$ cat src/sv/fdsa_pkg.sv
package fdsa_pkg;

    localparam int DIR_ENTRIES_DEF = 32;
    localparam int MAP_SECTORS_DEF = 512;
    localparam int NAME_BYTES_DEF  = 8;

    // start field reaches sectors below this
    localparam int START_LIMIT = 512;

    localparam logic [7:0] KIND_TEXT = 8'h74;

    typedef enum logic [2:0] {
        CMD_LOOKUP = 3'd0,
        CMD_CREATE = 3'd1,
        CMD_DELETE = 3'd2,
        CMD_WRITE  = 3'd3,
        CMD_READ   = 3'd4,
        CMD_SETMAP = 3'd5
    } fdsa_cmd_t;

    typedef enum logic [2:0] {
        ST_OK        = 3'd0,
        ST_NOT_FOUND = 3'd1,
        ST_NOT_TEXT  = 3'd2,
        ST_EXISTS    = 3'd3,
        ST_DIR_FULL  = 3'd4,
        ST_DISK_FULL = 3'd5
    } fdsa_status_t;

    typedef enum logic [3:0] {
        S_IDLE,
        S_EXEC,
        S_SCAN_RD,
        S_SCAN_CHK,
        S_MAP_RD,
        S_MAP_CHK,
        S_FREE,
        S_READ_WAIT,
        S_DONE
    } fdsa_state_t;

    typedef struct packed {
        logic [2:0]  command;
        logic [63:0] file_name;
        logic [4:0]  slot;
        logic [7:0]  kind_byte;
        logic [8:0]  first_sector;
        logic [7:0]  run_length;
        logic        used_flag;
    } fdsa_in_t;

    typedef struct packed {
        logic [2:0]  status;
        logic [4:0]  entry_slot;
        logic [63:0] entry_name;
        logic [7:0]  entry_kind;
        logic [8:0]  entry_start;
        logic [7:0]  entry_length;
        logic        entry_occupied;
    } fdsa_out_t;

    typedef struct packed {
        logic [63:0] name;
        logic [7:0]  kind;
        logic [8:0]  start;
        logic [7:0]  length;
    } fdsa_entry_t;

    function automatic logic [63:0] name_mask(input int nb);
        logic [63:0] m;
        m = '0;
        for (int j = 0; j < 8; j++) begin
            if (j < nb) begin
                m[8*j +: 8] = 8'hFF;
            end
        end
        return m;
    endfunction

    // keep bytes up to the first zero byte, within nb bytes
    function automatic logic [63:0] cut_name(input logic [63:0] v, input int nb);
        logic [63:0] r;
        logic        stop;
        r    = '0;
        stop = 1'b0;
        for (int j = 0; j < 8; j++) begin
            if (j >= nb || v[8*j +: 8] == 8'h00) begin
                stop = 1'b1;
            end
            if (!stop) begin
                r[8*j +: 8] = v[8*j +: 8];
            end
        end
        return r;
    endfunction

    function automatic fdsa_out_t mk_result(input fdsa_status_t st, input logic [4:0] idx,
                                            input fdsa_entry_t e);
        fdsa_out_t r;
        r.status         = st;
        r.entry_slot     = idx;
        r.entry_name     = e.name;
        r.entry_kind     = e.kind;
        r.entry_start    = e.start;
        r.entry_length   = e.length;
        r.entry_occupied = (e.name[7:0] != 8'h00);
        return r;
    endfunction

    function automatic fdsa_out_t mk_empty(input fdsa_status_t st);
        fdsa_out_t r;
        r        = '0;
        r.status = st;
        return r;
    endfunction

endpackage

$ cat src/sv/fdsa_dir_mem.sv
module fdsa_dir_mem #(
    parameter int DIR_ENTRIES = fdsa_pkg::DIR_ENTRIES_DEF
) (
    input  logic                           aclk,
    input  logic                           aresetn,
    input  logic                           wr_en,
    input  logic [$clog2(DIR_ENTRIES)-1:0] wr_addr,
    input  fdsa_pkg::fdsa_entry_t          wr_data,
    input  logic [$clog2(DIR_ENTRIES)-1:0] rd_addr,
    output fdsa_pkg::fdsa_entry_t          rd_data
);
    import fdsa_pkg::*;

    fdsa_entry_t            mem [DIR_ENTRIES];
    logic [DIR_ENTRIES-1:0] valid_reg;
    fdsa_entry_t            data_reg;
    logic                   rd_valid_reg;

    // entries never written read as an empty entry
    always_ff @(posedge aclk) begin
        if (!aresetn) begin
            valid_reg    <= '0;
            rd_valid_reg <= 1'b0;
        end else begin
            rd_valid_reg <= valid_reg[rd_addr];
            if (wr_en) begin
                valid_reg[wr_addr] <= 1'b1;
            end
        end
    end

    always_ff @(posedge aclk) begin
        data_reg <= mem[rd_addr];
        if (wr_en) begin
            mem[wr_addr] <= wr_data;
        end
    end

    assign rd_data = rd_valid_reg ? data_reg : '0;

endmodule

$ cat config.mk
export PLATFORM = sky130hd
export DESIGN_NAME = fdsa_dir_mem
export DESIGN_NICKNAME = d
export VERILOG_FILES = /design/src/sv/fdsa_pkg.sv /design/src/sv/fdsa_dir_mem.sv
export SDC_FILE = /design/constraint.sdc
export NUM_CORES = 2
export LEC_CHECK = 0
export BUFFER_PORTS_ARGS = -buffer_cell sky130_fd_sc_hd__buf_2
export CORE_MARGIN = 10
export CORE_UTILIZATION = 25
export DETAILED_ROUTE_END_ITERATION = 8
export PLACE_DENSITY = 0.38
export SLEW_MARGIN = 20
export SYNTH_ARGS = -nofsm -noshare
export SYNTH_HDL_FRONTEND = slang
export SYNTH_SLANG_ARGS = --single-unit
$ cat constraint.sdc
create_clock -name aclk -period 6.2 [get_ports aclk]
set_input_delay 0.31 -clock aclk [delete_from_list [all_inputs] [get_ports aclk]]
set_output_delay 0.31 -clock aclk [all_outputs]
set_load 0.005 [all_outputs]
---- Yosys cells after proc, flatten, opt, wreduce, memory -nomap -nowiden ----
Memory sizes are Yosys's and may differ from the RTL's. A register that Yosys moved wholly into a read port is not among the register bits.
Cells that the tools add are included.
operators by class
  $add $sub $neg .......................... 0
  $mul .................................... 0
  divide/modulo/power cells ............... 0
  magnitude comparators ................... 3
  equal/unequal tests ..................... 0
  shift-type cells ........................ 0
  multiplexer cells ....................... 7
  bitwise gates (word level) .............. 1
  reductions and logical operators ........ 1
operators with widths
  operator                                                            count
  2-to-1 mux 89 bit                                                   1
  bitwise OR 32 bit                                                   1
  less-than comparator 5 x 6 -> 1 bit (second input constant)         2
  binary-select mux 1 bit (select 5 bit)                              1
  demux 1 bit (select 5 bit)                                          1
  greater-or-equal comparator 5 x 1 -> 1 bit (second input constant)  1
  2-to-1 mux 1 bit                                                    4
  logical AND 1 bit                                                   1
word-level totals
  flip-flop bits (word level) ............. 33
  bits in latches ......................... 0
  memory bits (writable) .................. 2848
  bits in read-only memories .............. 0
  output and inout port bits .............. 89
  logic and storage cells ................. 15
  memories kept ........................... 1
memories
  name  words  width  rd ports  clocked after Yosys merged registers in  write ports  line                RTL
  mem   32     89     1         1                                        1            fdsa_dir_mem.sv:14  fdsa_entry_t mem [DIR_ENTRIES];

---- Longest topological paths before layout ----
  word-level depth ........................ 5
  mapped depth ............................ 7

---- Least setup slack after synthesis ----
Ideal clock, no wire load.
  path type ............................... input-to-reg
  from .................................... input wr_addr[0]
  to ...................................... memory mem[12][0] (netlist name), enable pin
  library setup time ...................... 0.539 ns
  arrival ................................. 4.710 ns
  setup slack ............................. 0.951 ns
  stages .................................. 3
  cell sequence ........................... or3b_2 -> clkbuf_1 -> nor2_1
RTL lines
  element             line                RTL
  start: declaration  fdsa_dir_mem.sv:7   input logic [$clog2(DIR_ENTRIES)-1:0] wr_addr,
  end: declaration    fdsa_dir_mem.sv:14
Straight into the memory's write port.

==> results.rst <==
.. list-table::
   :header-rows: 1

   * - Metric
     - Value
   * - Status
     - completed
   * - End-of-flow core utilization
     - 29.86%
   * - Detailed placement HPWL
     - 160,900 µm
   * - Via total after detailed routing
     - 49.68k
   * - Antenna viol nets, final
     - 0
   * - WL/cell
     - 29.95 µm
   * - Number of hold violations in the final report
     - 0
   * - CTS tree
     - built
   * - Timing-limited maximum frequency
     - 338.6 MHz
   * - Worst setup skew after layout
     - 40.04 ps
   * - Tightest hold margin
     - 78.59 ps
   * - Post-CTS Resized
     - 0
   * - Type of the most critical hold path
     - input pin to flip-flop
   * - Cell area after technology mapping
     - 0.1113 mm²
   * - Number of nets in the final layout
     - 4,969
   * - Final routed wirelength across all metal layers
     - 331,800 µm
   * - Category of the worst setup path launch point
     - flip-flop
   * - Max-capacitance violation count
     - 0
   * - Headroom to the max-slew limit
     - 27.53%
   * - Synth-to-layout area growth
     - 18.78%
   * - Sum Neg Setup Slack
     - 0 ps
   * - Synth warn
     - 0
   * - Worst EP arrival
     - 2640 ps
   * - Leakage power total
     - 0.04049 µW
   * - Number of vias per cell
     - 4.485
   * - Inst Count DP
     - 10.35k
   * - Clk Latency, worst-skew pair
     - 920 ps
   * - Flip-flop count of the largest register after layout
     - 2,848
   * - Width of the chip
     - 687.2 µm
   * - Synth Instances
     - 4,363
   * - Distinct cell type count of the synthesized netlist
     - 25
   * - RSZ-0062 raised after global routing
     - false
   * - RD Place Congestion
     - 0.6659
   * - Category of the worst setup path capture point
     - output port
   * - Remaining global-route overflow
     - 0
   * - Max-slew violation count
     - 0
   * - Worst-margin pin slew
     - 1085 ps
   * - Most common cell after layout, fill and taps aside
     - sky130_fd_sc_hd__edfxtp_1
   * - Sink count of the clock tree
     - 2,970
   * - Clock buffer count from CTS
     - 329
   * - Clock-pin transition on the worst setup and hold timing paths
     - 60 ps
   * - Syn_nets
     - 4,465
   * - Area enclosed by the die boundary
     - 0.4722 mm²
   * - Post-synthesis register bit count
     - 2,970
   * - Floorplan core area
     - 0.4427 mm²
   * - Count of H-tree levels built during CTS
     - 5
   * - Fraction of the cycle the final worst path needs
     - 47.64%
   * - Vias in the first global route
     - 53.16k
   * - Maximum buffer depth of the clock tree
     - 4
   * - Initial core utilization
     - 25.14%
   * - Number of DRC markers in iteration 0
     - 4,221
   * - Buffer type at the clock tree root
     - sky130_fd_sc_hd__clkbuf_16
   * - Quantity of I/O buffers inserted on ports
     - 190
   * - Critical path required time
     - 5890 ps
   * - Post-Synthesis Mean Instance Area
     - 25.51 µm²
   * - Post-synthesis sequential area ratio
     - 79.04%
   * - Worst IR drop on VDD
     - 0.0002008 V
   * - Power density normalized to cell area
     - 332.0 mW/mm²
   * - Pin count of the biggest net entering global routing
     - 117
   * - Total number of placement rows
     - 244
   * - Commonest cells after routing, fill and taps aside
     - sky130_fd_sc_hd__edfxtp_1, sky130_fd_sc_hd__mux4_2, sky130_fd_sc_hd__clkbuf_16
   * - Final Setup Violations
     - 0
   * - Fraction of layout cells with a size suffix above 1
     - 34.93%
   * - DR pass1 iterations
     - 7
   * - Height of the die
     - 687.2 µm
   * - Max FO, Critical Path
     - 37
   * - Total GRT Usage
     - 13.72%
   * - Antenna violations before repair
     - 60
   * - Final cell count without fillers
     - 11.08k
   * - Period minus WS final
     - 2954 ps
   * - Critical path class
     - flip-flop to output port
   * - Number of top-level pins
     - 191
   * - First-pass GRT wire length
     - 455,900 µm
   * - # DRC
     - 0
## layer usage
layer | global-route usage, % | wire length (µm) | vias to the layer above
met5 | 0 | 165 | -
met4 | 2.567 | 5905 | 26
met3 | 2.279 | 14520 | 430
met2 | 22.55 | 159300 | 1078
met1 | 19.31 | 151800 | 28090
li1 | - | - | 20050
## final cells by class
class | instances | area [µm²]
multi-input cells | 1168 | 22560
flip-flops and latches | 2970 | 87970
fillers | 42670 | 310500
clock buffers | 466 | 9304
diodes | 26 | 65.06
clock inverters | 145 | 1380
repair buffers | 398 | 3531
well taps | 5904 | 7387
## metrics by stage
step                worst slack (ps)  total power (µW)  area [µm²]
floorplan                      950.7             23920      111300
global placement                2908             24860      120500
detailed placement              2940             24880      120500
CTS                             2927             44620      132100
global route                    2991             45490      132100
finish                          3247             43890      132200
## critical path: stages (launching register included)
cell and delay (ps):
sky130_fd_sc_hd__dfxtp_4 630, sky130_fd_sc_hd__buf_4 590, sky130_fd_sc_hd__and2_1 300, sky130_fd_sc_hd__buf_2 140
## worst paths after layout
kind,start,endpoint,slack [ps],cells past startpoint
max,rd_valid_reg$_SDFF_PN0_,rd_data[15],3250,3
min,rd_addr[2],data_reg[18]$_DFF_P_,80,2
max reg2reg,mem[27][17]$_DFFE_PP_,data_reg[17]$_DFF_P_,4270,3
min reg2reg,valid_reg[8]$_SDFFE_PN0P_,valid_reg[8]$_SDFFE_PN0P_,450,1
## cells in the mapped netlist
cell type                   count  area share, %
sky130_fd_sc_hd__o21a_1        32           0.22
sky130_fd_sc_hd__buf_1         30           0.10
sky130_fd_sc_hd__and2_1        90           0.51
sky130_fd_sc_hd__edfxtp_1    2848             77
sky130_fd_sc_hd__or3_1          1         0.0056
sky130_fd_sc_hd__clkbuf_1     118           0.40
sky130_fd_sc_hd__o21ai_0        1         0.0045
sky130_fd_sc_hd__or3b_2         3          0.024
sky130_fd_sc_hd__dfxtp_1      122            2.2
sky130_fd_sc_hd__a22o_1         1         0.0079
sky130_fd_sc_hd__nand3_1        3          0.013
sky130_fd_sc_hd__nor3_1         1         0.0045
sky130_fd_sc_hd__nor2_1        34           0.11
sky130_fd_sc_hd__nand2b_1       1         0.0056
sky130_fd_sc_hd__buf_2         60           0.27
sky130_fd_sc_hd__mux4_2       897             18
sky130_fd_sc_hd__mux2_2        90           0.91
sky130_fd_sc_hd__nand3b_1       5          0.034
sky130_fd_sc_hd__nand2_1        1         0.0034
sky130_fd_sc_hd__buf_6          6          0.061
sky130_fd_sc_hd__buf_4         11          0.074
sky130_fd_sc_hd__o311a_1        1         0.0090
sky130_fd_sc_hd__a22oi_1        2          0.013
sky130_fd_sc_hd__nor2b_1        4          0.022
sky130_fd_sc_hd__a2111oi_0      1         0.0079
## where the power goes
group | switching, µW | internal (µW) | total, µW
Clock | 8030 | 11400 | 19500
Sequential | 149 | 22300 | 22400
Combinational | 1120 | 871 | 1990
## what timing repair did
action,CTS,global route
hold buffers,90,0
buffers inserted,0,0
endpoints found under the hold margin,2881,0
## logic make-up (layout without fill, tap and decap cells)
family	count (synthesis)	count (layout)	share of synthesized area (%)
AO/OA/AOI/OAI	38	38	0.2586
buffers and inverters	225	1009	0.9039
flip-flops	2970	2970	79.04
multiplexers	987	987	19.06
other	0	26	0
AND/OR/NAND/NOR	143	143	0.7330
Power figures use the tool's default switching activity.
