==> config.mk <==
export PLATFORM = sky130hd
export DESIGN_NAME = fdsa_map_mem
export DESIGN_NICKNAME = d
export VERILOG_FILES = /design/src/sv/fdsa_pkg.sv /design/src/sv/fdsa_map_mem.sv
export SDC_FILE = /design/constraint.sdc
export NUM_CORES = 1
export LEC_CHECK = 0
export BUFFER_PORTS_ARGS = -buffer_cell sky130_fd_sc_hd__buf_2
export CAP_MARGIN = 25
export CORE_MARGIN = 4
export CORE_UTILIZATION = 55
export CTS_CLUSTER_SIZE = 30
export DETAILED_ROUTE_END_ITERATION = 10
export GPL_ROUTABILITY_DRIVEN = 0
export MAX_ROUTING_LAYER = met4
export PLACE_DENSITY_LB_ADDON = 0.2
export SLEW_MARGIN = 30
export SYNTH_ARGS = -nofsm -noshare
export SYNTH_HDL_FRONTEND = slang
export SYNTH_SLANG_ARGS = --single-unit
==> constraint.sdc <==
create_clock -name aclk -period 9.5 [get_ports aclk]
set_input_delay 0.475 -clock aclk [delete_from_list [all_inputs] [get_ports aclk]]
set_output_delay 0.475 -clock aclk [all_outputs]
set_load 0.05 [all_outputs]
==> src/sv/fdsa_pkg.sv <==
package fdsa_pkg;

    localparam int DIR_ENTRIES_DEF = 32;
    localparam int MAP_SECTORS_DEF = 512;
    localparam int NAME_BYTES_DEF  = 8;

    // start field reaches sectors below this
    localparam int START_LIMIT = 512;

    localparam logic [7:0] KIND_TEXT = 8'h74;

    typedef enum logic [2:0] {
        CMD_LOOKUP = 3'd0,
        CMD_CREATE = 3'd1,
        CMD_DELETE = 3'd2,
        CMD_WRITE  = 3'd3,
        CMD_READ   = 3'd4,
        CMD_SETMAP = 3'd5
    } fdsa_cmd_t;

    typedef enum logic [2:0] {
        ST_OK        = 3'd0,
        ST_NOT_FOUND = 3'd1,
        ST_NOT_TEXT  = 3'd2,
        ST_EXISTS    = 3'd3,
        ST_DIR_FULL  = 3'd4,
        ST_DISK_FULL = 3'd5
    } fdsa_status_t;

    typedef enum logic [3:0] {
        S_IDLE,
        S_EXEC,
        S_SCAN_RD,
        S_SCAN_CHK,
        S_MAP_RD,
        S_MAP_CHK,
        S_FREE,
        S_READ_WAIT,
        S_DONE
    } fdsa_state_t;

    typedef struct packed {
        logic [2:0]  command;
        logic [63:0] file_name;
        logic [4:0]  slot;
        logic [7:0]  kind_byte;
        logic [8:0]  first_sector;
        logic [7:0]  run_length;
        logic        used_flag;
    } fdsa_in_t;

    typedef struct packed {
        logic [2:0]  status;
        logic [4:0]  entry_slot;
        logic [63:0] entry_name;
        logic [7:0]  entry_kind;
        logic [8:0]  entry_start;
        logic [7:0]  entry_length;
        logic        entry_occupied;
    } fdsa_out_t;

    typedef struct packed {
        logic [63:0] name;
        logic [7:0]  kind;
        logic [8:0]  start;
        logic [7:0]  length;
    } fdsa_entry_t;

    function automatic logic [63:0] name_mask(input int nb);
        logic [63:0] m;
        m = '0;
        for (int j = 0; j < 8; j++) begin
            if (j < nb) begin
                m[8*j +: 8] = 8'hFF;
            end
        end
        return m;
    endfunction

    // keep bytes up to the first zero byte, within nb bytes
    function automatic logic [63:0] cut_name(input logic [63:0] v, input int nb);
        logic [63:0] r;
        logic        stop;
        r    = '0;
        stop = 1'b0;
        for (int j = 0; j < 8; j++) begin
            if (j >= nb || v[8*j +: 8] == 8'h00) begin
                stop = 1'b1;
            end
            if (!stop) begin
                r[8*j +: 8] = v[8*j +: 8];
            end
        end
        return r;
    endfunction

    function automatic fdsa_out_t mk_result(input fdsa_status_t st, input logic [4:0] idx,
                                            input fdsa_entry_t e);
        fdsa_out_t r;
        r.status         = st;
        r.entry_slot     = idx;
        r.entry_name     = e.name;
        r.entry_kind     = e.kind;
        r.entry_start    = e.start;
        r.entry_length   = e.length;
        r.entry_occupied = (e.name[7:0] != 8'h00);
        return r;
    endfunction

    function automatic fdsa_out_t mk_empty(input fdsa_status_t st);
        fdsa_out_t r;
        r        = '0;
        r.status = st;
        return r;
    endfunction

endpackage

==> src/sv/fdsa_map_mem.sv <==
module fdsa_map_mem #(
    parameter int MAP_SECTORS = fdsa_pkg::MAP_SECTORS_DEF
) (
    input  logic                           aclk,
    input  logic                           aresetn,
    input  logic                           wr_en,
    input  logic [$clog2(MAP_SECTORS)-1:0] wr_addr,
    input  logic                           wr_data,
    input  logic [$clog2(MAP_SECTORS)-1:0] rd_addr,
    output logic                           rd_data,
    output logic                           busy
);
    import fdsa_pkg::*;

    localparam int MW = $clog2(MAP_SECTORS);

    logic          mem [MAP_SECTORS];
    logic [MW-1:0] clr_reg;
    logic          busy_reg;
    logic          rd_data_reg;

    always_ff @(posedge aclk) begin
        if (!aresetn) begin
            busy_reg <= 1'b1;
            clr_reg  <= '0;
        end else if (busy_reg) begin
            clr_reg <= clr_reg + 1'b1;
            if (clr_reg == MW'(MAP_SECTORS - 1)) begin
                busy_reg <= 1'b0;
            end
        end
    end

    always_ff @(posedge aclk) begin
        rd_data_reg <= mem[rd_addr];
        if (busy_reg) begin
            mem[clr_reg] <= 1'b0;
        end else if (wr_en) begin
            mem[wr_addr] <= wr_data;
        end
    end

    assign rd_data = rd_data_reg;
    assign busy    = busy_reg;

endmodule

# == After elaboration in Yosys (flattened, before gate mapping) ==
# Memory sizes are Yosys's and may differ from the RTL's. A register that Yosys moved wholly into a read port is not among the register bits.
# Index checks and enable logic that the tools add are counted.
# totals
latch_bits,0
reg_bits,10
elab_cells,16
rom_bits,0
out_inout_bits,2
memories,1
inputBits,22
mem_bits_rw,512
# mem_list
memory,depth,word_bits,rd,rd_ports_with_merged_regs,write_ports,line,source
mem,512,1,1,1,1,fdsa_map_mem.sv:17,logic mem [MAP_SECTORS];
# op_classes
reduce_logical,1
n_lt_le_gt_ge,0
n_addsub,1
n_eq_ne,1
n_shift,0
n_mux,10
mul,0
div,0
bitwise_logic,0
# op_table
operator,count
$add 9x1->9 const B,1
$eq 9x9->1 const B,1
$mux 1,9
$mux 9,1
$reduce_or 1->1,1

# == Logic depth before layout (Yosys ltp) ==
# Gate-level depths: netlist of the first run.
# logic_depth
word_depth,5
mapped_depth,12
mapped_depth_nobuf,7

# == Worst setup path before layout of the first run ==
# No wires, ideal clock.
# synth_path
path_kind,register -> register
start,reg busy_reg (netlist: busy)
end,"mem mem[0], data pin"
path_stages_with_launch,5
path_slack_ns,0.308
t_arrival_ns,7.647
setup_time_ns,1.545
path_cell_list,dfxtp_1 > nor2b_1 > clkbuf_1 > buf_2 > and2_1
# synth_via
elab_chain_len,4
# synth_rtl
item,line,source
"start, declared",fdsa_map_mem.sv:19,logic busy_reg;
"start signal, assigned",fdsa_map_mem.sv:24,busy_reg <= 1'b1;
"start signal, assigned",fdsa_map_mem.sv:29,busy_reg <= 1'b0;
$mux 1,fdsa_map_mem.sv:36,if (busy_reg) begin
$mux 1 (implied by the code),fdsa_map_mem.sv:39,mem[wr_addr] <= wr_data;
$reduce_or 1->1 (no line),--,
$mux 1 (no line),--,
"end, declared",fdsa_map_mem.sv:17,
# No other way between the ends.

# == Worst setup path in the final report of the first run ==
# layout_path
start,reg busy_reg (netlist: busy)
end,"mem mem[26], data pin"
# The elaborated chain is that of the path after synthesis.

==> qor.tcl, run 1 <==
set qor(ys_warn_count) 0
set qor(fp.dieArea_mm2) 0.0453
set qor(r2r_cells) 4
set qor(cts_setup_buffers) 0
set qor(cts_htree_levels) 2
set qor(groute.usage.overall) 0.254
set qor(largest_register_ffs) 512
set qor(timing.critical_path.fanout_max) 202
set qor(cp_data_required_time_ns) 9.76
set qor(number_of_cell_rows) 74
set qor(nNetsFinal) 1690
set qor(grt_start_max_net_pins) 288
set qor(wl_met2_um) 26700
set qor(io_pins) 24
set qor(core_region_area_mm2) 0.0411
set qor(power.static_leakage_nw) 7.79
set qor(min_period_over_period) 0.341
set qor(number_of_enable_flip_flop_cells_after_synthesis) 512
set qor(insertion_delay_ns) 0.56
set qor(path_clk_slew_ns) 0.06
set qor(clock_skew_ns) 0.0151
set qor(tightestPinTransition_ns) 0.925
set qor(routed_via_density) 6.33
set qor(grt_setup_unrepaired) {no}
set qor(cts_buffers) 53
set qor(post_drt_wl_per_cell_um) 24.7
set qor(ys_seq_area_frac) 0.676
set qor(async_reset_ff_frac) 0
set qor(synthesis.area_per_instance_um2) 13.6
set qor(antenna_found_initial) 0
set qor(effective_utilization_at_floorplan) 0.561
set qor(dr.max_layer_used) {met4}
set qor(timing_max_transition_violations_final) 0
set qor(worst_slew_margin_rel) 0.383
set qor(synthesis.instances) 1696
set qor(firstDrtPassIters) 5
set qor(hold_viol_final) 0
set qor(end_kind) {register}
set qor(number_of_nets_produced_by_synthesis) 1720
set qor(clock_tree_buf_depth) 3
set qor(layout-drive-gt1-share) 0.114
set qor(min-delay-path-class) {input pin to register}
set qor(status) {completed}
set qor(first_global_vias) 14000
set qor(max-vdd-ir-drop_mv) 0.150
set qor(min_path_cells) 2
set qor(dr_wl_met3_um) 4690
set qor(post-dp-hpwl_um) 28300
set qor(die-width_um) 213
set qor(fp.dieH_um) 213
set qor(critPathLaunchType) {register}
set qor(wirelength_met1_um) 22400
set qor(synth.ff_latch_count) 523
set qor(antenna_cells) 0
set qor(postLayoutCoreUtil) 0.610
set qor(number_of_port_buffers) 23
set qor(finalCriticalPeriod_ns) 3.24
set qor(finalSetupViolCount) 0
set qor(clock-root-buffer) {sky130_fd_sc_hd__clkbuf_16}
set qor(synth_top_flop_cell) {sky130_fd_sc_hd__edfxtp_1}
set qor(max_cap_violations) 0
set qor(critical_path_arrival_ns) 3.50
set qor(postRouteAntennaNets) 0
set qor(detailedRoute.firstIterationViolations) 1631
set qor(dr_total_vias) 14200
set qor(drc) 0
set qor(tns_ns) 0
set qor(cts-hold-fix-buffers) 0
set qor(post_synth_instance_area_mm2) 0.0231
set qor(timing_worst_setup_path_type) {register to register}
set qor(pwr_density_cell_mw_per_mm2) 188
set qor(route.final.wire_length_um) 55300
set qor(timing.fmax_mhz) 309
set qor(clock_sink_count) 523
set qor(grt-ovfl-total) 0
set qor(grt_pass1_wl_um) 84100
set qor(synth.distinct_cells) 54
set qor(tritoncts) {built}
set qor(syn2layout_area_growth_pct) 8.71
set qor(post_cts_resized) 0
-- kinds of logic after synthesis --
family / synth area share
and+or+nand+nor: 0.114
DFF: 0.676
muxes: 0.123
AOI/OAI and AO/OA: 0.0513
buffers and inverters: 0.0335
xor gates and xnor gates: 0.00114
adders and majority gates: 0.00108
-- critical path: stages, from the launching register on --
cell and delay (ns):
sky130_fd_sc_hd__dfxtp_1 0.46, sky130_fd_sc_hd__nor2b_2 0.59, sky130_fd_sc_hd__and2_4 0.79, sky130_fd_sc_hd__buf_12 0.39, sky130_fd_sc_hd__buf_16 0.54
-- final timing paths --
kind / start / end / slack (ns)
worst max-delay path: busy / mem[26] / 6.26
worst min-delay path: aresetn / busy / 0.17
worst max register to register: busy / mem[26] / 6.26
worst min register to register: clr_reg[0] / clr_reg[0] / 0.54
-- per-stage QoR --
stage / area (um2) / worst slack, ns / hold slack (ns) / power, mW / instances
floorplan: 23100 / 0.308 / 0.490 / 2.70 / 1696
global placement: 23400 / 5.87 / 0.530 / 2.77 / 2141
detailed placement: 23400 / 5.80 / 0.529 / 2.77 / 2141
CTS: 25000 / 5.93 / 0.151 / 4.74 / 2235
global route: 25100 / 5.99 / 0.205 / 4.86 / 2237
finish: 25100 / 6.26 / 0.167 / 4.72 / 2237
-- synth_stat cells (all sizes together), types with 2 or more instances --
| library cell | n | area [um2] |
|---|---|---|
| clkbuf | 92 | 345 |
| inv | 6 | 22.5 |
| nor4 | 5 | 37.5 |
| o21ai | 20 | 100 |
| nand3b | 6 | 45.0 |
| a31oi | 4 | 25.0 |
| a21oi | 34 | 170 |
| mux4 | 72 | 1640 |
| mux2i | 118 | 1180 |
| buf | 46 | 393 |
| nand3 | 9 | 45.0 |
| nor3b | 3 | 22.5 |
| clkinv | 3 | 11.3 |
| nor2b | 5 | 31.3 |
| o22ai | 27 | 169 |
| o211ai | 4 | 30.0 |
| nor2 | 538 | 2020 |
| or3 | 5 | 31.3 |
| a21boi | 4 | 30.0 |
| xnor2 | 3 | 26.3 |
| nand4 | 5 | 31.3 |
| edfxtp | 512 | 15400 |
| dfxtp | 11 | 220 |
| ha | 2 | 25.0 |
| o31ai | 2 | 15.0 |
| o2111ai | 4 | 35.0 |
| o221ai | 58 | 514 |
| nand2 | 70 | 263 |
| and2 | 5 | 31.3 |
| nor3 | 3 | 15.0 |
| nand2b | 6 | 37.5 |
-- area by class of cell --
type / instances / area (um2)
inverter: 9 / 33.8
fill: 3198 / 16000
multi-input combinational: 1026 / 6730
sequential: 523 / 15600
timing repair buffer: 53 / 422
clock inverter: 20 / 213
clock buffer: 74 / 1430
tap: 532 / 666
-- metal layers --
layer  up-vias  track usage
li1       6215            -
met1      7237        0.355
met2       614        0.399
met3        94       0.0322
met4         0       0.0757
met5         -            -
-- report_power, final --
group	leakage, nW	internal (mW)	switching [mW]
sequential	4.75	2.50	0.00312
clock	0.796	1.17	0.823
combinational	2.24	0.0752	0.148
total	7.79	3.74	0.974
-- cell usage in the layout, fill, tap and decap left out, types with 5 or more instances in the layout --
master / count
sky130_fd_sc_hd__buf_4: 26
sky130_fd_sc_hd__mux4_1: 5
sky130_fd_sc_hd__clkbuf_16: 53
sky130_fd_sc_hd__o21ai_0: 16
sky130_fd_sc_hd__o221ai_1: 57
sky130_fd_sc_hd__nand4_1: 5
sky130_fd_sc_hd__nand3_1: 9
sky130_fd_sc_hd__inv_1: 6
sky130_fd_sc_hd__nand2_1: 69
sky130_fd_sc_hd__o22ai_1: 27
sky130_fd_sc_hd__a21oi_1: 34
sky130_fd_sc_hd__clkinv_2: 5
sky130_fd_sc_hd__edfxtp_1: 512
sky130_fd_sc_hd__nand2b_1: 5
sky130_fd_sc_hd__dfxtp_1: 11
sky130_fd_sc_hd__nor2_1: 538
sky130_fd_sc_hd__mux4_2: 67
sky130_fd_sc_hd__buf_2: 21
sky130_fd_sc_hd__mux2i_1: 118
sky130_fd_sc_hd__or3_1: 5
sky130_fd_sc_hd__clkbuf_1: 19
sky130_fd_sc_hd__bufinv_16: 5
sky130_fd_sc_hd__nand3b_1: 6
sky130_fd_sc_hd__clkinv_1: 13
(Power assumes the default switching activity.)
==> run 2, diff against run 1 <==
==> constraint.sdc (replaced) <==
create_clock -name aclk -period 3.3 [get_ports aclk]
set_input_delay 0.165 -clock aclk [delete_from_list [all_inputs] [get_ports aclk]]
set_output_delay 0.165 -clock aclk [all_outputs]
set_load 0.05 [all_outputs]
==> qor.tcl, run 2 (same netlist as run 1, synthesis figures left out) <==
set qor(grt_pass1_wl_um) 86700 ;# +3.2%
set qor(effective_utilization_at_floorplan) 0.561 ;# unchanged
set qor(hold_viol_final) 0 ;# unchanged
set qor(critPathLaunchType) {register}
set qor(power.static_leakage_nw) 8.17 ;# +5.0%
set qor(dr_total_vias) 14400 ;# +1.4%
set qor(status) {completed}
set qor(multi_input_combinational_cell_area_mm2) 0.00672 ;# -0.24%
set qor(timing_max_transition_violations_final) 0 ;# unchanged
set qor(clock_sink_count) 523 ;# unchanged
set qor(max_cap_violations) 0 ;# unchanged
set qor(largest_register_ffs) 512 ;# unchanged
set qor(path_clk_slew_ns) 0.06 ;# about the same
set qor(firstDrtPassIters) 6 ;# +1
set qor(crit_chain) {inv_1, nand2_1, nor3_1, a31oi_1, nor2_1, nand2_1, nor2_1}
set qor(end_kind) {register}
set qor(postLayoutCoreUtil) 0.620 ;# +0.0100
set qor(tightestPinTransition_ns) 0.772 ;# -0.153 ns
set qor(critical_path_arrival_ns) 2.84 ;# -0.66 ns
set qor(cts_buffers) 54 ;# +1.9%
set qor(die-width_um) 213 ;# unchanged
set qor(final.fill_count) 3177 ;# -0.66%
set qor(pwr_density_cell_mw_per_mm2) 539 ;# +190%
set qor(final_cells) 2285 ;# +2.1%
set qor(slowest_stage) {sky130_fd_sc_hd__nor2_1}
set qor(insertion_delay_ns) 0.59 ;# +0.03 ns
set qor(fp.dieArea_mm2) 0.0453 ;# unchanged
set qor(grt-ovfl-total) 0 ;# unchanged
set qor(most-common-layout-cells) {538 x sky130_fd_sc_hd__nor2_1, 512 x sky130_fd_sc_hd__edfxtp_1, 118 x sky130_fd_sc_hd__mux2i_1}
set qor(min_path_cells) 4 ;# +2
set qor(routed_via_density) 6.28 ;# -0.72%
set qor(mostFrequentLayoutCell) {sky130_fd_sc_hd__nor2_1}
set qor(fin_hold_ws_ns) 0.113 ;# -0.0543 ns
set qor(clock-root-buffer) {sky130_fd_sc_hd__clkbuf_16}
set qor(nNetsFinal) 1734 ;# +2.6%
set qor(groute.usage.overall) 0.263 ;# +0.00882
set qor(max-vdd-ir-drop_mv) 0.407 ;# +170%
set qor(ff_latch_area_mm2) 0.0156 ;# about the same
set qor(first_global_vias) 14300 ;# +2.3%
set qor(drc) 0 ;# unchanged
set qor(dp_slack_ns) 0.782 ;# -5.02 ns
set qor(r2r_cells) 7 ;# +3
set qor(crit_path_max_incr_delay_ns) 0.51 ;# -0.28 ns
set qor(timing.critical_path.fanout_max) 16 ;# -92%
set qor(number_of_cell_rows) 74 ;# unchanged
set qor(layout-drive-gt1-share) 0.138 ;# +0.0238
set qor(post-dp-hpwl_um) 31400 ;# +11%
set qor(setup_ws_ns) 0.754 ;# -5.51 ns
set qor(grt_setup_unrepaired) {no}
set qor(finalCriticalPeriod_ns) 2.55 ;# -0.690 ns
set qor(antenna_found_initial) 1 ;# +1
set qor(core_region_area_mm2) 0.0411 ;# unchanged
set qor(cp_data_required_time_ns) 3.59 ;# -6.17 ns
set qor(tritoncts) {built}
set qor(worst_slew_margin_rel) 0.483 ;# +0.100
set qor(timing_worst_setup_path_type) {register to register}
set qor(fin_area_mm2) 0.0255 ;# +1.6%
set qor(detailedRoute.firstIterationViolations) 1732 ;# +6.2%
set qor(fp.dieH_um) 213 ;# unchanged
set qor(clock_skew_ns) 0.0181 ;# +0.00296 ns
set qor(route.final.wire_length_um) 57000 ;# +3.1%
set qor(min-delay-path-class) {input pin to register}
set qor(finalSetupViolCount) 0 ;# unchanged
set qor(cts_setup_buffers) 0 ;# unchanged
set qor(number_of_port_buffers) 23 ;# unchanged
set qor(number_of_placed_instances_taps_included) 2185 ;# +2.1%
set qor(min_period_over_period) 0.772 ;# +0.431
set qor(worstHoldStart) {rd_addr[7]}
set qor(regToRegStartpoint) {busy}
set qor(syn2layout_area_growth_pct) 10.5
set qor(grt_start_max_net_pins) 159 ;# -45%
set qor(cts_htree_levels) 2 ;# unchanged
set qor(crit_path_start) {busy}
set qor(timing.fmax_mhz) 393 ;# +27%
set qor(io_pins) 24 ;# unchanged
set qor(postPlaceCellArea_mm2) 0.0238 ;# +1.7%
set qor(post_drt_wl_per_cell_um) 24.9 ;# +0.91%
set qor(clock_tree_buf_depth) 3 ;# unchanged
set qor(postRouteAntennaNets) 0 ;# unchanged
[run 2: cell count changes in the layout (fill, tap and decap cells not counted), sizes merged]
cell,change
buf,+42
clkinv,+5
bufinv,-1
clkbuf,-1
clkinvlp,+1
diode,+1
dlygate4sd3,+1
[run 2: final timing paths]
path                                   end  slack, ns
worst min-delay path               rd_data       0.11
worst max-delay path               mem[10]       0.75
worst min register to register  clr_reg[7]       0.55
worst max register to register     mem[10]       0.75
[run 2: layout make-up]
type | instances | area share
multi-input cells | 1026 | 0.263
inverters | 9 | 0.00132
well taps | 532 | 0.0261
flip-flops and latches | 523 | 0.612
diodes | 1 | 0.0000981
clock buffers | 73 | 0.0583
clock inverters | 25 | 0.00854
repair buffers | 96 | 0.0305
[run 2: worst max-delay path, delay by kind of cell, from the launching register on]
family / cells / cell delay (ns)
buffers and inverters: 1 / 0.10
AND/OR/NAND/NOR: 5 / 1.66
flip-flops: 1 / 0.39
AO/OA/AOI/OAI: 1 / 0.08
[run 2: routing by layer]
metal / vias up / routed length (um) / GRT usage
met1: 7294 / 23100 / 0.363
met3: 119 / 4770 / 0.0403
met2: 651 / 27600 / 0.411
met5: - / 0 / -
met4: 0 / 1580 / 0.0820
li1: 6295 / - / -
[run 2: where the power goes]
group          leakage (nW)  switching (mW)  internal, mW
Clock                 0.831            2.46          3.45
Combinational          2.43           0.430         0.225
Sequential             4.91         0.00820          7.19
Total                  8.17            2.89          10.9
[run 2: repair_timing]
item / 4_1_cts / 5_1_grt
hold buffers: 1 / 0
resized for setup: 0 / 0
setup endpoints to repair: 0 / 0
endpoints found under the hold margin: 10 / 0
[run 2: metrics by stage]
step | setup TNS, ns | total power, mW
6_report | 0 | 13.8
5_1_grt | 0 | 14.1
4_1_cts | 0 | 13.8
3_5_place_dp | 0 | 7.99
3_3_place_gp | 0 | 7.98
2_1_floorplan | -48.05 | 7.77
==> run 3, diff against run 2 <==
--- a/config.mk
+++ b/config.mk
@@ -5,6 +5,7 @@
 export SDC_FILE = /design/constraint.sdc
 export NUM_CORES = 1
 export LEC_CHECK = 0
+export ABC_AREA = 1
 export BUFFER_PORTS_ARGS = -buffer_cell sky130_fd_sc_hd__buf_2
 export CAP_MARGIN = 25
 export CORE_MARGIN = 4
==> constraint.sdc (replaced) <==
create_clock -name aclk -period 2.6 [get_ports aclk]
set_input_delay 0.13 -clock aclk [delete_from_list [all_inputs] [get_ports aclk]]
set_output_delay 0.13 -clock aclk [all_outputs]
set_load 0.05 [all_outputs]
==> qor.tcl, run 3 <==
set qor(status) {completed}
set qor(routed_via_density) 5.91 ;# -6.0%
set qor(max-vdd-ir-drop_mv) 0.563 ;# +38%
set qor(finalCriticalPeriod_ns) 2.50 ;# -0.0418 ns
set qor(grt_setup_unrepaired) {yes}
set qor(ff2ff_setup_slack_ns) 0.1 ;# -0.66 ns
set qor(number_of_nets_produced_by_synthesis) 2441 ;# +42%
set qor(worst_slew_margin_rel) 0.392 ;# -0.0915
set qor(portion_of_total_power_attributed_to_combinational_logic) 0.063 ;# +0.015
set qor(nNetsFinal) 2427 ;# +40%
set qor(post_synth_instance_area_mm2) 0.0235 ;# +1.7%
set qor(antenna_cells) 0 ;# -1
set qor(synth_top_flop_cell) {sky130_fd_sc_hd__edfxtp_1}
set qor(synthTopCellsByCount) {599 x sky130_fd_sc_hd__nand2_1, 530 x sky130_fd_sc_hd__nor2_1, 512 x sky130_fd_sc_hd__edfxtp_1, 500 x sky130_fd_sc_hd__nand3_1, 126 x sky130_fd_sc_hd__clkbuf_1}
set qor(mostFrequentLayoutCell) {sky130_fd_sc_hd__nand2_1}
set qor(postRouteAntennaNets) 0 ;# unchanged
set qor(cp_data_required_time_ns) 2.89 ;# -0.70 ns
set qor(synth_top_cell_by_area) {sky130_fd_sc_hd__edfxtp_1}
set qor(r2r_cells) 7 ;# unchanged
set qor(largest_register_ffs) 512 ;# unchanged
set qor(fp.dieH_um) 215 ;# +0.82%
set qor(grt-ovfl-total) 0 ;# unchanged
set qor(end_kind) {register}
set qor(pwr_density_cell_mw_per_mm2) 668 ;# +24%
set qor(worstHoldEndpoint) {mem[257]}
set qor(clock_sink_count) 523 ;# unchanged
set qor(dr_total_vias) 17600 ;# +23%
set qor(clock-root-buffer) {sky130_fd_sc_hd__clkbuf_16}
set qor(syn2layout_area_growth_pct) 12.1
set qor(timing.fmax_mhz) 399 ;# +1.7%
set qor(fp.dieArea_mm2) 0.0460 ;# +1.7%
set qor(cell_internal_pwr_mw) 13.7 ;# +26%
set qor(timing.critical_path.fanout_max) 19 ;# +3
set qor(hold_viol_final) 0 ;# unchanged
set qor(min_period_over_period) 0.963 ;# +0.192
set qor(number_of_cell_rows) 75 ;# +1.4%
set qor(crit_path_frequent_cell) {sky130_fd_sc_hd__nor2_1}
set qor(slowest_stage) {sky130_fd_sc_hd__nand2_1}
set qor(power_frac_clock) 0.418 ;# -0.011
set qor(post_drt_wl_per_cell_um) 21.3 ;# -15%
set qor(switching_share) 0.221 ;# +0.0107
set qor(timing_worst_setup_path_type) {register to register}
set qor(timing_max_transition_violations_final) 0 ;# unchanged
set qor(insertion_delay_ns) 0.59 ;# about the same
set qor(postLayoutCoreUtil) 0.626 ;# +0.00546
set qor(clock_skew_ns) 0.0233 ;# +0.00527 ns
set qor(number_of_port_buffers) 23 ;# unchanged
set qor(groute.usage.overall) 0.279 ;# +0.0165
set qor(detailedRoute.firstIterationViolations) 2180 ;# +26%
set qor(ys_seq_area_frac) 0.664 ;# -0.0114
set qor(synth.top_cells.by_area) {sky130_fd_sc_hd__edfxtp_1 66%, sky130_fd_sc_hd__nand3_1 11%, sky130_fd_sc_hd__nand2_1 9.6%, sky130_fd_sc_hd__nor2_1 8.5%, sky130_fd_sc_hd__clkbuf_1 2.0%}
set qor(grt_start_max_net_pins) 230 ;# +45%
set qor(clock_tree_buf_depth) 3 ;# unchanged
set qor(die-width_um) 215 ;# +0.82%
set qor(io_pins) 24 ;# unchanged
set qor(synthesis.instances) 2417 ;# +43%
set qor(drc) 0 ;# unchanged
set qor(antenna_found_initial) 0 ;# -1
set qor(crit_chain) {inv_4, nand2_4, o21ai_1, inv_1, nor2_1, nand2_1, nor2_1}
set qor(tightestPinTransition_ns) 0.912 ;# +0.140 ns
set qor(most-common-layout-cells) {577 x sky130_fd_sc_hd__nand2_1, 525 x sky130_fd_sc_hd__nor2_1, 512 x sky130_fd_sc_hd__edfxtp_1}
set qor(path_clk_slew_ns) 0.06 ;# about the same
set qor(synth.distinct_cells) 23 ;# -57%
set qor(post-dp-hpwl_um) 32400 ;# +3.2%
set qor(number_of_enable_flip_flop_cells_after_synthesis) 512 ;# unchanged
set qor(post-synth-top-count-cell) {sky130_fd_sc_hd__nand2_1}
set qor(crit_path_max_incr_delay_ns) 0.43 ;# -0.08 ns
set qor(synth.ff_latch_count) 523 ;# unchanged
set qor(min_path_cells) 4 ;# unchanged
set qor(core_region_area_mm2) 0.0420 ;# +2.3%
set qor(first_global_vias) 16900 ;# +18%
set qor(min-delay-path-class) {input pin to register}
set qor(async_reset_ff_frac) 0 ;# unchanged
set qor(firstDrtPassIters) 6 ;# unchanged
set qor(layout-drive-gt1-share) 0.0892 ;# -0.0489
set qor(route.final.wire_length_um) 63400 ;# +11%
set qor(cts_htree_levels) 2 ;# unchanged
set qor(cts_setup_buffers) 0 ;# unchanged
set qor(regToRegStartpoint) {busy}
set qor(cts_buffers) 55 ;# +1.9%
set qor(total_switching_power_mw) 3.89 ;# +34%
set qor(tritoncts) {built}
set qor(power.static_leakage_nw) 8.92 ;# +9.2%
set qor(max_cap_violations) 0 ;# unchanged
set qor(critical_path_arrival_ns) 2.80 ;# -0.04 ns
set qor(ys_warn_count) 0 ;# unchanged
set qor(tns_ns) 0 ;# unchanged
set qor(effective_utilization_at_floorplan) 0.558 ;# -0.00302
set qor(worstHoldStart) {wr_data}
set qor(seq_power_share) 0.519 ;# -0.004
set qor(p_total_mw) 17.6 ;# +28%
set qor(synthesis.area_per_instance_um2) 9.71 ;# -29%
set qor(synth_largest_type_area_fraction) 0.655 ;# -0.0112
set qor(critPathLaunchType) {register}
set qor(regToRegEndpoint) {mem[283]}
set qor(finalSetupViolCount) 0 ;# unchanged
set qor(grt_pass1_wl_um) 96900 ;# +12%
-- run 3: power groups by stage --
stage	Clock, mW	Sequential [mW]	Combinational [mW]
after floorplan	0	9.31	0.646
after global placement	0	9.30	1.07
after detailed placement	0	9.30	1.08
after CTS	7.45	9.12	1.09
after global routing	7.82	9.12	1.19
final	7.35	9.13	1.10
-- run 3: worst max-delay path, delay by kind of cell, from the launching register on --
kind / cells / cell delay (ns)
flops: 1 / 0.37
buf+inv: 2 / 0.28
simple gates: 4 / 1.14
compound gates: 1 / 0.42
-- run 3: cell families after synthesis --
family / count (synthesis) / synth area share
fa+ha+maj: 2 / 0.00107
xor+xnor: 1 / 0.000373
buf+inv: 224 / 0.0376
simple gates: 1644 / 0.292
compound gates: 23 / 0.00496
flops: 523 / 0.664
-- run 3: final cells by class --
class	instances	area (um2)
timing repair buffer	119	1160
fill	3424	15700
sequential	523	15600
inverter	34	138
clock buffer	65	1460
multi-input combinational	1670	7060
clock inverter	33	214
tap	539	674
-- run 3: routing by layer --
metal,vias up,share of wire,track usage
met3,141,0.097,0.0527
met1,8476,0.40,0.371
li1,8124,-,-
met2,875,0.48,0.443
met4,0,0.028,0.0864
met5,-,0,-
-- run 3: metrics by stage --
step | hold WS (ns) | cells | worst slack (ns) | area (um2)
floorplan | 0.205 | 2417 | -3.20 | 23500
global placement | 0.344 | 2879 | -0.0586 | 24500
detailed placement | 0.352 | 2879 | -0.103 | 24500
CTS | 0.156 | 2983 | 0.0261 | 26300
global route | 0.202 | 2983 | -0.105 | 26300
finish | 0.186 | 2983 | 0.0956 | 26300
-- run 3: worst max-delay path by stage --
| stage | slack [ns] | to | start | cells after the start |
|---|---|---|---|---|
| final | 0.1 | mem[283] | busy | 7 |
| after global routing | -0.11 | mem[285] | busy | 7 |
| after CTS | 0.03 | mem[220] | busy | 9 |
| after detailed placement | -0.10 | mem[128] | busy | 7 |
| after global placement | -0.06 | mem[130] | busy | 7 |
| after floorplan | -3.20 | mem[0] | busy | 4 |
-- run 3: timing repair --
action | CTS | global route
pin swaps | 0 | 0
endpoints found under the hold margin | 11 | 0
setup endpoints to repair | 16 | 89
resized for setup | 1 | 9
hold buffers | 6 | 0
